--- src/sv/render_scale_budget_governor_unit_assert.svh ---
// ----------------------------------------------------------------------------
// Render scale budget governor: assertion macros
// Implication checks sampled on the rising clock edge, disabled in reset.
// ----------------------------------------------------------------------------
`ifndef RENDER_SCALE_BUDGET_GOVERNOR_UNIT_ASSERT_SVH
`define RENDER_SCALE_BUDGET_GOVERNOR_UNIT_ASSERT_SVH

`ifndef NO_ASSERTIONS
`define RSBG_ASSERT_IMPL(label, clk, rst, ante, cons) \
   label: assert property (@(posedge clk) disable iff (rst) (ante) |-> (cons)) \
      else $error("rsbg assertion failed");
`define RSBG_ASSERT_NEXT(label, clk, rst, ante, cons) \
   label: assert property (@(posedge clk) disable iff (rst) (ante) |=> (cons)) \
      else $error("rsbg assertion failed");
`else
`define RSBG_ASSERT_IMPL(label, clk, rst, ante, cons)
`define RSBG_ASSERT_NEXT(label, clk, rst, ante, cons)
`endif

`endif

--- src/sv/rsbg_pkg.sv ---
// ----------------------------------------------------------------------------
// Render scale budget governor package
// Shared types, codes and helper functions.
// ----------------------------------------------------------------------------
package rsbg_pkg;

   localparam logic [12:0] SCALE_FLOOR = 13'd410;
   localparam logic [12:0] SCALE_ONE   = 13'd4096;
   localparam logic [12:0] STEP_FLOOR  = 13'd4;
   localparam logic [12:0] STEP_RESET  = 13'd205;

   localparam logic [1:0] MODE_DISABLED = 2'd0;
   localparam logic [1:0] MODE_LOCKED   = 2'd1;
   localparam logic [1:0] MODE_ACTIVE   = 2'd2;

   localparam logic ACT_SAMPLE  = 1'b0;
   localparam logic ACT_RESTART = 1'b1;

   localparam logic [1:0] DEC_KEEP     = 2'd0;
   localparam logic [1:0] DEC_DECREASE = 2'd1;
   localparam logic [1:0] DEC_INCREASE = 2'd2;
   localparam logic [1:0] DEC_DEGRADE  = 2'd3;

   localparam logic [3:0] CAUSE_STABLE    = 4'd0;
   localparam logic [3:0] CAUSE_DISABLED  = 4'd1;
   localparam logic [3:0] CAUSE_LOCKED    = 4'd2;
   localparam logic [3:0] CAUSE_INVALID   = 4'd3;
   localparam logic [3:0] CAUSE_WAIT_DOWN = 4'd4;
   localparam logic [3:0] CAUSE_WAIT_UP   = 4'd5;
   localparam logic [3:0] CAUSE_COOLDOWN  = 4'd6;
   localparam logic [3:0] CAUSE_AT_MIN    = 4'd7;
   localparam logic [3:0] CAUSE_AT_MAX    = 4'd8;
   localparam logic [3:0] CAUSE_DECREASED = 4'd9;
   localparam logic [3:0] CAUSE_INCREASED = 4'd10;
   localparam logic [3:0] CAUSE_DEGRADE   = 4'd11;

   localparam logic [2:0] REG_MODE      = 3'd0;
   localparam logic [2:0] REG_DOWN_THR  = 3'd1;
   localparam logic [2:0] REG_UP_THR    = 3'd2;
   localparam logic [2:0] REG_MIN_SCALE = 3'd3;
   localparam logic [2:0] REG_MAX_SCALE = 3'd4;
   localparam logic [2:0] REG_STEP      = 3'd5;
   localparam logic [2:0] REG_SUSTAIN   = 3'd6;
   localparam logic [2:0] REG_COOLDOWN  = 3'd7;

   typedef struct packed {
      logic        action;
      logic        sample_valid;
      logic [19:0] frame_time_us;
      logic [31:0] frame_index;
      logic [47:0] now_us;
   } req_type;

   typedef struct packed {
      logic [1:0]  decision;
      logic [3:0]  cause;
      logic [12:0] previous_scale;
      logic [12:0] new_scale;
      logic [31:0] echoed_frame_index;
   } rsp_type;

   typedef struct packed {
      logic [1:0]  mode;
      logic [19:0] down_threshold_us;
      logic [19:0] up_threshold_us;
      logic [12:0] lo;
      logic [12:0] hi;
      logic [12:0] step;
      logic [31:0] sustain_us;
      logic [31:0] cooldown_us;
   } cfg_type;

   // signed elapsed time below span; a negative difference counts as below
   function automatic logic elapsed_below(input logic [47:0] now, input logic [47:0] since,
                                          input logic [31:0] span);
      logic [48:0] d;
      d = {1'b0, now} - {1'b0, since};
      return d[48] || (d[47:0] < {16'd0, span});
   endfunction

   function automatic logic [12:0] clamp13(input logic [12:0] v, input logic [12:0] lo,
                                           input logic [12:0] hi);
      logic [12:0] r;
      r = v;
      if (v < lo) begin
         r = lo;
      end else if (v > hi) begin
         r = hi;
      end
      return r;
   endfunction

endpackage

--- src/sv/rsbg_if.sv ---
// ----------------------------------------------------------------------------
// Render scale budget governor channels
// Request and response valid/ready channels with their payload.
// ----------------------------------------------------------------------------
interface rsbg_req_if;
   logic        valid;
   logic        ready;
   logic        action;
   logic        sample_valid;
   logic [19:0] frame_time_us;
   logic [31:0] frame_index;
   logic [47:0] now_us;

   modport source (output valid, output action, output sample_valid, output frame_time_us,
                   output frame_index, output now_us, input ready);
   modport sink   (input valid, input action, input sample_valid, input frame_time_us,
                   input frame_index, input now_us, output ready);
endinterface

interface rsbg_rsp_if;
   logic        valid;
   logic        ready;
   logic [1:0]  decision;
   logic [3:0]  cause;
   logic [12:0] previous_scale;
   logic [12:0] new_scale;
   logic [31:0] echoed_frame_index;

   modport source (output valid, output decision, output cause, output previous_scale,
                   output new_scale, output echoed_frame_index, input ready);
   modport sink   (input valid, input decision, input cause, input previous_scale,
                   input new_scale, input echoed_frame_index, output ready);
endinterface

--- src/sv/rsbg_csr.sv ---
// ----------------------------------------------------------------------------
// Render scale budget governor registers
// Holds the configuration registers and registers their normalised limits.
// ----------------------------------------------------------------------------
module rsbg_csr (
   input  logic               clock,
   input  logic               reset,
   input  logic               csr_we,
   input  logic [2:0]         csr_index,
   input  logic [31:0]        csr_wdata,
   output rsbg_pkg::cfg_type  cfg
);
   import rsbg_pkg::*;

   logic [1:0]  mode_ff;
   logic [19:0] down_thr_ff;
   logic [19:0] up_thr_ff;
   logic [12:0] min_scale_ff;
   logic [12:0] max_scale_ff;
   logic [12:0] step_ff;
   logic [31:0] sustain_ff;
   logic [31:0] cooldown_ff;
   cfg_type     cfg_ff;
   cfg_type     cfg_in;
   logic [12:0] span;

   always_ff @(posedge clock) begin
      if (reset) begin
         mode_ff      <= MODE_DISABLED;
         down_thr_ff  <= '0;
         up_thr_ff    <= '0;
         min_scale_ff <= SCALE_FLOOR;
         max_scale_ff <= SCALE_ONE;
         step_ff      <= STEP_RESET;
         sustain_ff   <= '0;
         cooldown_ff  <= '0;
      end else if (csr_we) begin
         case (csr_index)
            REG_MODE:      mode_ff      <= csr_wdata[1:0];
            REG_DOWN_THR:  down_thr_ff  <= csr_wdata[19:0];
            REG_UP_THR:    up_thr_ff    <= csr_wdata[19:0];
            REG_MIN_SCALE: min_scale_ff <= csr_wdata[12:0];
            REG_MAX_SCALE: max_scale_ff <= csr_wdata[12:0];
            REG_STEP:      step_ff      <= csr_wdata[12:0];
            REG_SUSTAIN:   sustain_ff   <= csr_wdata;
            REG_COOLDOWN:  cooldown_ff  <= csr_wdata;
            default:       mode_ff      <= mode_ff;
         endcase
      end
   end

   always_comb begin
      cfg_in.mode              = mode_ff;
      cfg_in.down_threshold_us = down_thr_ff;
      cfg_in.up_threshold_us   = up_thr_ff;
      cfg_in.sustain_us        = sustain_ff;
      cfg_in.cooldown_us       = cooldown_ff;
      cfg_in.lo                = clamp13(min_scale_ff, SCALE_FLOOR, SCALE_ONE);
      cfg_in.hi                = clamp13(max_scale_ff, cfg_in.lo, SCALE_ONE);
      span                     = cfg_in.hi - cfg_in.lo + STEP_FLOOR;
      cfg_in.step              = clamp13(step_ff, STEP_FLOOR, span);
   end

   always_ff @(posedge clock) begin
      if (reset) begin
         cfg_ff <= '{mode: MODE_DISABLED, down_threshold_us: '0, up_threshold_us: '0,
                     lo: SCALE_FLOOR, hi: SCALE_ONE, step: STEP_RESET,
                     sustain_us: '0, cooldown_us: '0};
      end else begin
         cfg_ff <= cfg_in;
      end
   end

   assign cfg = cfg_ff;

endmodule

--- src/sv/rsbg_governor.sv ---
// ----------------------------------------------------------------------------
// Render scale budget governor decision stage
// Classifies one registered beat, decides the scale step and updates state.
// ----------------------------------------------------------------------------
module rsbg_governor (
   input  logic               clock,
   input  logic               reset,
   input  rsbg_pkg::cfg_type  cfg,
   input  logic               fire,
   input  rsbg_pkg::req_type  item,
   output rsbg_pkg::rsp_type  result
);
   import rsbg_pkg::*;

   logic [12:0] scale_ff,       scale_in;
   logic [47:0] over_start_ff,  over_start_in;
   logic        over_active_ff, over_active_in;
   logic [47:0] under_start_ff, under_start_in;
   logic        under_active_ff, under_active_in;
   logic [47:0] last_change_ff, last_change_in;
   logic [31:0] last_frame_ff,  last_frame_in;
   logic        degrade_ff,     degrade_in;

   logic [47:0] over_since;
   logic [47:0] under_since;
   logic        over_wait;
   logic        under_wait;
   logic        cool_wait;
   logic        invalid;
   logic        over;
   logic        under;
   logic [13:0] diff;
   logic [13:0] sum;
   logic [12:0] dec_scale;
   logic [12:0] inc_scale;
   logic [1:0]  decision;
   logic [3:0]  cause;

   always_comb begin
      over_since  = over_active_ff ? over_start_ff : item.now_us;
      under_since = under_active_ff ? under_start_ff : item.now_us;
      over_wait   = elapsed_below(item.now_us, over_since, cfg.sustain_us);
      under_wait  = elapsed_below(item.now_us, under_since, cfg.sustain_us);
      cool_wait   = elapsed_below(item.now_us, last_change_ff, cfg.cooldown_us);

      invalid = !item.sample_valid || (item.frame_time_us == '0) ||
                ((item.frame_index != '0) && (item.frame_index == last_frame_ff));
      over    = (cfg.down_threshold_us != '0) && (item.frame_time_us > cfg.down_threshold_us);
      under   = (cfg.up_threshold_us != '0) && (item.frame_time_us < cfg.up_threshold_us);

      diff = {1'b0, scale_ff} - {1'b0, cfg.step};
      if (diff[13] || (diff[12:0] < cfg.lo)) begin
         dec_scale = cfg.lo;
      end else if (diff[12:0] > cfg.hi) begin
         dec_scale = cfg.hi;
      end else begin
         dec_scale = diff[12:0];
      end

      sum = {1'b0, scale_ff} + {1'b0, cfg.step};
      if (sum < {1'b0, cfg.lo}) begin
         inc_scale = cfg.lo;
      end else if (sum > {1'b0, cfg.hi}) begin
         inc_scale = cfg.hi;
      end else begin
         inc_scale = sum[12:0];
      end

      scale_in        = scale_ff;
      over_start_in   = over_start_ff;
      over_active_in  = over_active_ff;
      under_start_in  = under_start_ff;
      under_active_in = under_active_ff;
      last_change_in  = last_change_ff;
      last_frame_in   = last_frame_ff;
      degrade_in      = degrade_ff;
      decision        = DEC_KEEP;
      cause           = CAUSE_STABLE;

      if (item.action == ACT_RESTART) begin
         over_active_in  = 1'b0;
         under_active_in = 1'b0;
         last_change_in  = item.now_us;
         last_frame_in   = '0;
         degrade_in      = 1'b0;
      end else begin
         case (cfg.mode)
            MODE_LOCKED: begin
               cause = CAUSE_LOCKED;
            end
            MODE_ACTIVE: begin
               if (invalid) begin
                  cause = CAUSE_INVALID;
               end else begin
                  if (item.frame_index != '0) begin
                     last_frame_in = item.frame_index;
                  end
                  if (over) begin
                     over_active_in  = 1'b1;
                     over_start_in   = over_since;
                     under_active_in = 1'b0;
                     if (over_wait) begin
                        cause = CAUSE_WAIT_DOWN;
                     end else if (cool_wait) begin
                        cause = CAUSE_COOLDOWN;
                     end else if (scale_ff > cfg.lo) begin
                        scale_in       = dec_scale;
                        last_change_in = item.now_us;
                        degrade_in     = 1'b0;
                        over_start_in  = item.now_us;
                        decision       = DEC_DECREASE;
                        cause          = CAUSE_DECREASED;
                     end else if (!degrade_ff) begin
                        degrade_in     = 1'b1;
                        last_change_in = item.now_us;
                        decision       = DEC_DEGRADE;
                        cause          = CAUSE_DEGRADE;
                     end else begin
                        cause = CAUSE_AT_MIN;
                     end
                  end else if (under) begin
                     under_active_in = 1'b1;
                     under_start_in  = under_since;
                     over_active_in  = 1'b0;
                     if (under_wait) begin
                        cause = CAUSE_WAIT_UP;
                     end else if (cool_wait) begin
                        cause = CAUSE_COOLDOWN;
                     end else if (scale_ff < cfg.hi) begin
                        scale_in       = inc_scale;
                        last_change_in = item.now_us;
                        degrade_in     = 1'b0;
                        under_start_in = item.now_us;
                        decision       = DEC_INCREASE;
                        cause          = CAUSE_INCREASED;
                     end else begin
                        cause = CAUSE_AT_MAX;
                     end
                  end else begin
                     over_active_in  = 1'b0;
                     under_active_in = 1'b0;
                  end
               end
            end
            default: begin
               cause = CAUSE_DISABLED;
            end
         endcase
      end

      result.decision           = decision;
      result.cause              = cause;
      result.previous_scale     = scale_ff;
      result.new_scale          = scale_in;
      result.echoed_frame_index = item.frame_index;
   end

   always_ff @(posedge clock) begin
      if (reset) begin
         scale_ff        <= SCALE_ONE;
         over_start_ff   <= '0;
         over_active_ff  <= 1'b0;
         under_start_ff  <= '0;
         under_active_ff <= 1'b0;
         last_change_ff  <= '0;
         last_frame_ff   <= '0;
         degrade_ff      <= 1'b0;
      end else if (fire) begin
         scale_ff        <= scale_in;
         over_start_ff   <= over_start_in;
         over_active_ff  <= over_active_in;
         under_start_ff  <= under_start_in;
         under_active_ff <= under_active_in;
         last_change_ff  <= last_change_in;
         last_frame_ff   <= last_frame_in;
         degrade_ff      <= degrade_in;
      end
   end

endmodule

--- src/sv/rsbg_outreg.sv ---
// ----------------------------------------------------------------------------
// Render scale budget governor result register
// Holds one result beat until the response channel takes it.
// ----------------------------------------------------------------------------
module rsbg_outreg (
   input  logic               clock,
   input  logic               reset,
   input  logic               load,
   input  rsbg_pkg::rsp_type  result,
   output logic               free,
   rsbg_rsp_if.source         rsp
);
   import rsbg_pkg::*;

   logic    valid_ff;
   rsp_type data_ff;

   assign free = !valid_ff || rsp.ready;

   always_ff @(posedge clock) begin
      if (reset) begin
         valid_ff <= 1'b0;
      end else if (load) begin
         valid_ff <= 1'b1;
      end else if (rsp.ready) begin
         valid_ff <= 1'b0;
      end
   end

   always_ff @(posedge clock) begin
      if (load) begin
         data_ff <= result;
      end
   end

   assign rsp.valid              = valid_ff;
   assign rsp.decision           = data_ff.decision;
   assign rsp.cause              = data_ff.cause;
   assign rsp.previous_scale     = data_ff.previous_scale;
   assign rsp.new_scale          = data_ff.new_scale;
   assign rsp.echoed_frame_index = data_ff.echoed_frame_index;

endmodule

--- src/sv/render_scale_budget_governor_unit.sv ---
// ----------------------------------------------------------------------------
// Render scale budget governor unit
// Steps a render scale from frame-time samples under sustain and cooldown rules.
// ----------------------------------------------------------------------------
// The unit takes one request beat per clock cycle unless the response stalls,
// and returns one response beat for each GPU sample via the input register
// and the result register; a restart beat updates the timers and returns
// nothing. The rate is set by the loop through the decision logic and the
// governor state registers, which are updated as each beat leaves the input
// register. A stalled response holds in the result register while the next
// beat still enters. Register writes pass the CSR and then the limit registers.
module render_scale_budget_governor_unit (
   input  logic        clock,
   input  logic        reset,
   input  logic        csr_we,
   input  logic [2:0]  csr_index,
   input  logic [31:0] csr_wdata,
   rsbg_req_if.sink    req,
   rsbg_rsp_if.source  rsp
);
   import rsbg_pkg::*;

`include "render_scale_budget_governor_unit_assert.svh"

   cfg_type cfg;
   req_type in_ff;
   logic    in_valid_ff;
   rsp_type result;
   logic    out_free;
   logic    fire;
   logic    load;

   assign fire      = in_valid_ff && out_free;
   assign load      = fire && (in_ff.action == ACT_SAMPLE);
   assign req.ready = !in_valid_ff || fire;

   always_ff @(posedge clock) begin
      if (reset) begin
         in_valid_ff <= 1'b0;
      end else if (req.ready) begin
         in_valid_ff <= req.valid;
      end
   end

   always_ff @(posedge clock) begin
      if (req.valid && req.ready) begin
         in_ff <= '{action: req.action, sample_valid: req.sample_valid,
                    frame_time_us: req.frame_time_us, frame_index: req.frame_index,
                    now_us: req.now_us};
      end
   end

   rsbg_csr u_csr (
      .clock     (clock),
      .reset     (reset),
      .csr_we    (csr_we),
      .csr_index (csr_index),
      .csr_wdata (csr_wdata),
      .cfg       (cfg)
   );

   rsbg_governor u_governor (
      .clock  (clock),
      .reset  (reset),
      .cfg    (cfg),
      .fire   (fire),
      .item   (in_ff),
      .result (result)
   );

   rsbg_outreg u_outreg (
      .clock  (clock),
      .reset  (reset),
      .load   (load),
      .result (result),
      .free   (out_free),
      .rsp    (rsp)
   );

   `RSBG_ASSERT_IMPL(a_keep_holds_scale, clock, reset, rsp.valid && rsp.decision != DEC_DECREASE && rsp.decision != DEC_INCREASE, rsp.new_scale == rsp.previous_scale)
   `RSBG_ASSERT_IMPL(a_decrease_lowers, clock, reset, rsp.valid && rsp.decision == DEC_DECREASE, rsp.new_scale < rsp.previous_scale)
   `RSBG_ASSERT_IMPL(a_increase_raises, clock, reset, rsp.valid && rsp.decision == DEC_INCREASE, rsp.new_scale > rsp.previous_scale)
   `RSBG_ASSERT_NEXT(a_restart_silent, clock, reset, fire && in_ff.action == ACT_RESTART && !rsp.valid, !rsp.valid)

endmodule
--- src/flat_wrapper.sv ---
// flat-port wrapper written by rule: the top's interface ports become plain ports
module render_scale_budget_governor_unit_flat import rsbg_pkg::*;
  (clock, reset, csr_we, csr_index, csr_wdata, req_valid, req_action, req_sample_valid, req_frame_time_us, req_frame_index, req_now_us, req_ready, rsp_valid, rsp_decision, rsp_cause, rsp_previous_scale, rsp_new_scale, rsp_echoed_frame_index, rsp_ready);
  rsbg_req_if req_i ();
  rsbg_rsp_if rsp_i ();
  input  logic clock;
  input  logic reset;
  input  logic csr_we;
  input  logic [2:0] csr_index;
  input  logic [31:0] csr_wdata;
  input wire logic [$bits(req_i.valid)-1:0] req_valid;
  input wire logic [$bits(req_i.action)-1:0] req_action;
  input wire logic [$bits(req_i.sample_valid)-1:0] req_sample_valid;
  input wire logic [$bits(req_i.frame_time_us)-1:0] req_frame_time_us;
  input wire logic [$bits(req_i.frame_index)-1:0] req_frame_index;
  input wire logic [$bits(req_i.now_us)-1:0] req_now_us;
  output wire logic [$bits(req_i.ready)-1:0] req_ready;
  output wire logic [$bits(rsp_i.valid)-1:0] rsp_valid;
  output wire logic [$bits(rsp_i.decision)-1:0] rsp_decision;
  output wire logic [$bits(rsp_i.cause)-1:0] rsp_cause;
  output wire logic [$bits(rsp_i.previous_scale)-1:0] rsp_previous_scale;
  output wire logic [$bits(rsp_i.new_scale)-1:0] rsp_new_scale;
  output wire logic [$bits(rsp_i.echoed_frame_index)-1:0] rsp_echoed_frame_index;
  input wire logic [$bits(rsp_i.ready)-1:0] rsp_ready;
  assign req_i.valid = req_valid;
  assign req_i.action = req_action;
  assign req_i.sample_valid = req_sample_valid;
  assign req_i.frame_time_us = req_frame_time_us;
  assign req_i.frame_index = req_frame_index;
  assign req_i.now_us = req_now_us;
  assign req_ready = req_i.ready;
  assign rsp_valid = rsp_i.valid;
  assign rsp_decision = rsp_i.decision;
  assign rsp_cause = rsp_i.cause;
  assign rsp_previous_scale = rsp_i.previous_scale;
  assign rsp_new_scale = rsp_i.new_scale;
  assign rsp_echoed_frame_index = rsp_i.echoed_frame_index;
  assign rsp_i.ready = rsp_ready;
  render_scale_budget_governor_unit u_core (.clock(clock), .reset(reset), .csr_we(csr_we), .csr_index(csr_index), .csr_wdata(csr_wdata), .req(req_i), .rsp(rsp_i));
endmodule
--- config.mk ---
export PLATFORM = sky130hd
export DESIGN_NAME = render_scale_budget_governor_unit_flat
export DESIGN_NICKNAME = d
export VERILOG_FILES = /design/src/sv/rsbg_pkg.sv /design/src/sv/rsbg_if.sv /design/src/sv/rsbg_csr.sv /design/src/sv/rsbg_governor.sv /design/src/sv/rsbg_outreg.sv /design/src/sv/render_scale_budget_governor_unit.sv /design/src/flat_wrapper.sv
export VERILOG_INCLUDE_DIRS = /design/src /design/src/sv
export SDC_FILE = /design/constraint.sdc
export NUM_CORES = 2
export LEC_CHECK = 0
export BUFFER_PORTS_ARGS = -buffer_cell sky130_fd_sc_hd__buf_4
export CAP_MARGIN = 25
export CELL_PAD_IN_SITES_DETAIL_PLACEMENT = 1
export CELL_PAD_IN_SITES_GLOBAL_PLACEMENT = 1
export CORE_MARGIN = 3
export CORE_UTILIZATION = 52
export CTS_BUF_LIST = sky130_fd_sc_hd__clkbuf_8 sky130_fd_sc_hd__clkbuf_16
export DETAILED_ROUTE_END_ITERATION = 8
export PLACE_DENSITY_LB_ADDON = 0.1
export SLEW_MARGIN = 25
export SYNTH_ARGS = -nofsm -noshare
export SYNTH_HDL_FRONTEND = slang
export SYNTH_SLANG_ARGS = --single-unit
--- constraint.sdc ---
create_clock -name clock -period 18.4 [get_ports clock]
set_input_delay 1.84 -clock clock [delete_from_list [all_inputs] [get_ports clock]]
set_output_delay 1.84 -clock clock [all_outputs]
set_load 0.05 [all_outputs]
==> impl_metrics.py <==
metrics = {
    "status": {
        "status": "complete, no violations",
    },
    "yosys": {
        "ys_ff_latch": 650,
        "synth_seq_area_share_pct": 36.06,
        "synth.most_common_cell": "nand2_1",
        "synth_edf_count": 166,
        "synth_area_leaders": "dfxtp_1 (24%), ha_1 (13%), edfxtp_1 (12%)",
        "synth_cell_type_count": 87,
        "ys_warn_count": 0,
        "syn-num-nets": 5225,
        "post_synth.cell_area_avg_um2": 8.752,
        "synth_ff_type": "dfxtp_1",
        "netlist_instances": 4650,
        "netlist_area_mm2": 0.04070,
        "synth_commonest_cells": "nand2_1 (509), dfxtp_1 (484), a21oi_1 (438)",
        "async_flop_share_pct": 0,
        "yosys.area.top_type": "dfxtp_1",
        "synth_top_area_share_pct": 23.81,
    },
    "floorplan": {
        "dieArea_mm2": 0.08166,
        "coreArea_mm2": 0.07671,
        "die_width_um": 285.8,
        "start_util_pct": 53.06,
        "rows": 101,
        "fp.dieH_um": 285.8,
        "pin_count": 208,
    },
    "worst_setup_path": {
        "crit_path_max_fanout": 48,
        "path_class": "reg2reg",
        "r2r-end": "u_core.u_governor.last_change_ff[5]",
        "endpoint_kind": "register",
        "rr_worst_depth": 25,
        "rr_startpoint": "u_core.u_governor.under_active_ff",
        "worstSetupStartpointType": "register",
        "rrSetupSlack_ps": 10240,
        "endpoint": "u_core.u_governor.last_change_ff[5]",
        "startpoint": "u_core.u_governor.under_active_ff",
        "arrival_ps": 8710,
        "required_ps": 18950,
    },
    "sta": {
        "rsz0062_at_grt": "false",
        "tns_ps": 0,
        "fin_hold_ws_ps": 449.9,
        "slew_violations": 0,
        "fin_crit_ps": 8156,
        "tightest_slew_ps": 1222,
        "setup_viol": 0,
        "hold_violations": 0,
        "fin_crit_sh_pct": 44.33,
        "slew_headroom_pct": 18.04,
        "clock.fmax_ghz": 0.1226,
        "clock_skew_ps": 52.55,
    },
    "detailed_routing": {
        "vias_per_cell": 6.101,
        "vias": 35730,
        "dr.pass1.iters": 5,
        "drt-total-wl_um": 137800,
        "ant_nets": 0,
        "wl_per_cell_um": 23.53,
        "drc": 0,
        "drt_iter0_drc": 2689,
    },
    "cells_and_area": {
        "syn_to_final_growth_pct": 12.00,
        "fin_area_mm2": 0.04558,
        "multi_input_area_mm2": 0.02417,
        "nets": 5335,
        "drive_gt1_share_pct": 8.487,
        "final_core_utilization_pct": 59.42,
        "register_area_mm2": 0.01468,
        "fill_cells": 8924,
    },
    "clock_tree": {
        "cts_hold_buffers": 0,
        "cts_resized": 0,
        "clk_latency_ps": 670,
        "postCtsSetupRepairBufs": 0,
        "clockRootBuffer": "clkbuf_16",
        "clk_pin_slew_ps": 60,
        "cts_sinks": 650,
        "clockBufferDepth": 3,
        "cts_made_buffers": 73,
        "cts_tree": "done",
        "htree_levels": 3,
    },
    "placed_design": {
        "place_area_mm2": 0.04297,
        "portBuffers": 207,
        "dp_hpwl_um": 102900,
        "globalplace.congestion": 0.9447,
    },
    "grt": {
        "grtUsageMet1_pct": 44.87,
        "grt_pass1_vias": 36160,
        "grt.total_usage_pct": 32.72,
        "grt_antenna_before_repair": 13,
        "grt_overflow_total": 0,
        "use_met3_pct": 4.677,
        "grt_pass1_wl_um": 210300,
        "busiest_layer": "met2",
        "grt_max_degree": 108,
        "met2_usage_pct": 52.95,
    },
    "flow_run": {
        "maxCapViolCount": 0,
    },
    "power": {
        "leakagePower_nw": 17.58,
        "peakVddDrop_mv": 0.1068,
        "power.density_mw_per_mm2": 83.93,
    },
    "worst_hold_path": {
        "holdCritPathClass": "reg2reg",
    },
}
-- critical path: stages (launching register included) --
cell and delay, ps:
dfxtp_2 460, buf_4 680, mux2i_1 180, ha_1 430, nand2_1 100, or3_1 390, a311o_1 350, a21o_1 190
o21bai_1 350, a21boi_0 250, xnor2_1 270, ha_1 310, nand3_1 90, nor2_1 40, o21ai_0 210, o211ai_1 120
or4_1 510, nor4bb_1 290, nand4_1 140, or4_4 510, o41ai_4 750, o21ai_2 110, nand3_1 120, a221o_2 160
buf_4 670, mux2i_1 290
-- per-stage QoR --
stage          total power [mW]  instances  setup slack [ps]
2_1_floorplan             2.050       4650             11160
3_5_place_dp              2.281       5715             10360
4_1_cts                   3.829       5849             10340
5_1_grt                   3.980       5856              9697
3_3_place_gp              2.259       5715             10600
6_report                  3.826       5856             10240
-- power breakdown --
group,switching (mW),internal [mW]
Sequential,0.0409,1.50
Combinational,0.459,0.277
Clock,0.658,0.890
Total,1.16,2.67
-- cell usage in the layout, fill, tap and decap left out, types with 13 or more instances in the layout --
cell,instances
edfxtp_1,166
ha_1,427
o31ai_1,19
a211o_1,13
clkbuf_16,81
a21oi_1,437
o221ai_1,27
o21a_1,55
or3_1,25
nand3b_1,17
dfxtp_1,482
a21boi_0,16
xnor2_1,129
nor2_1,294
a211oi_1,29
inv_1,295
o21ai_0,188
a31oi_1,23
nand2b_1,183
a22oi_1,41
nor4_1,51
nor3_1,65
xor2_1,46
clkinv_2,14
nand3_1,80
o21bai_1,30
buf_4,233
and3_1,18
and2_1,16
mux2i_1,266
nor2b_1,142
o22ai_1,14
o211ai_1,26
nand2_1,509
a21o_1,72
nand4_1,92
-- registers in the layout (all words and copies together), names as in the netlist, 20 cells and up --
register,count
u_core.u_governor.over_start_ff,48
u_core.in_ff,102
u_core.u_csr.up_thr_ff,20
u_core.u_governor.last_frame_ff,32
u_core.u_csr.down_thr_ff,20
u_core.u_csr.sustain_ff,32
u_core.u_outreg.rsp.echoed_frame_index,32
u_core.u_csr.cfg,145
u_core.u_csr.cooldown_ff,32
u_core.u_governor.last_change_ff,48
u_core.u_governor.under_start_ff,48
-- layout make-up --
type,instances,area share [%]
inverter,286,2.355
timing repair buffer,234,3.870
antenna,7,0.03843
tap,1030,2.827
multi-input combinational,3515,53.04
sequential,650,32.20
clock inverter,43,0.9251
clock buffer,91,4.749
-- worst min path at each step --
stage                                  from  slack (ps)                      endpoint  cells after the start
2_1_floorplan   u_core.u_csr.cooldown_ff[0]         430   u_core.u_csr.cooldown_ff[0]                      2
3_3_place_gp    u_core.u_csr.down_thr_ff[8]         440   u_core.u_csr.down_thr_ff[8]                      2
3_5_place_dp   u_core.u_csr.cooldown_ff[20]         440  u_core.u_csr.cooldown_ff[20]                      2
4_1_cts        u_core.u_csr.cooldown_ff[20]         450  u_core.u_csr.cooldown_ff[20]                      2
5_1_grt           u_core.u_csr.up_thr_ff[1]         470         u_core.u_csr.cfg[104]                      1
6_report        u_core.u_csr.sustain_ff[19]         450   u_core.u_csr.sustain_ff[19]                      2
-- routing by layer --
metal | part of all wire (%) | wire, µm
met3 | 6.1 | 8433
met2 | 46 | 63380
met5 | 0 | 0
met1 | 45 | 61600
met4 | 3.2 | 4402
-- kinds of logic after synthesis --
kind of cell               count (synthesis)  share of synthesized area, %
xor gates and xnor gates                 175                         3.766
and+or+nand+nor                         1549                         18.67
buffers and inverters                    485                         4.710
AOI/OAI and AO/OA                       1087                         16.69
muxes                                    271                         6.680
adders and majority gates                433                         13.42
DFF                                      650                         36.06
No activity file was read; power rests on OpenSTA's default activity.
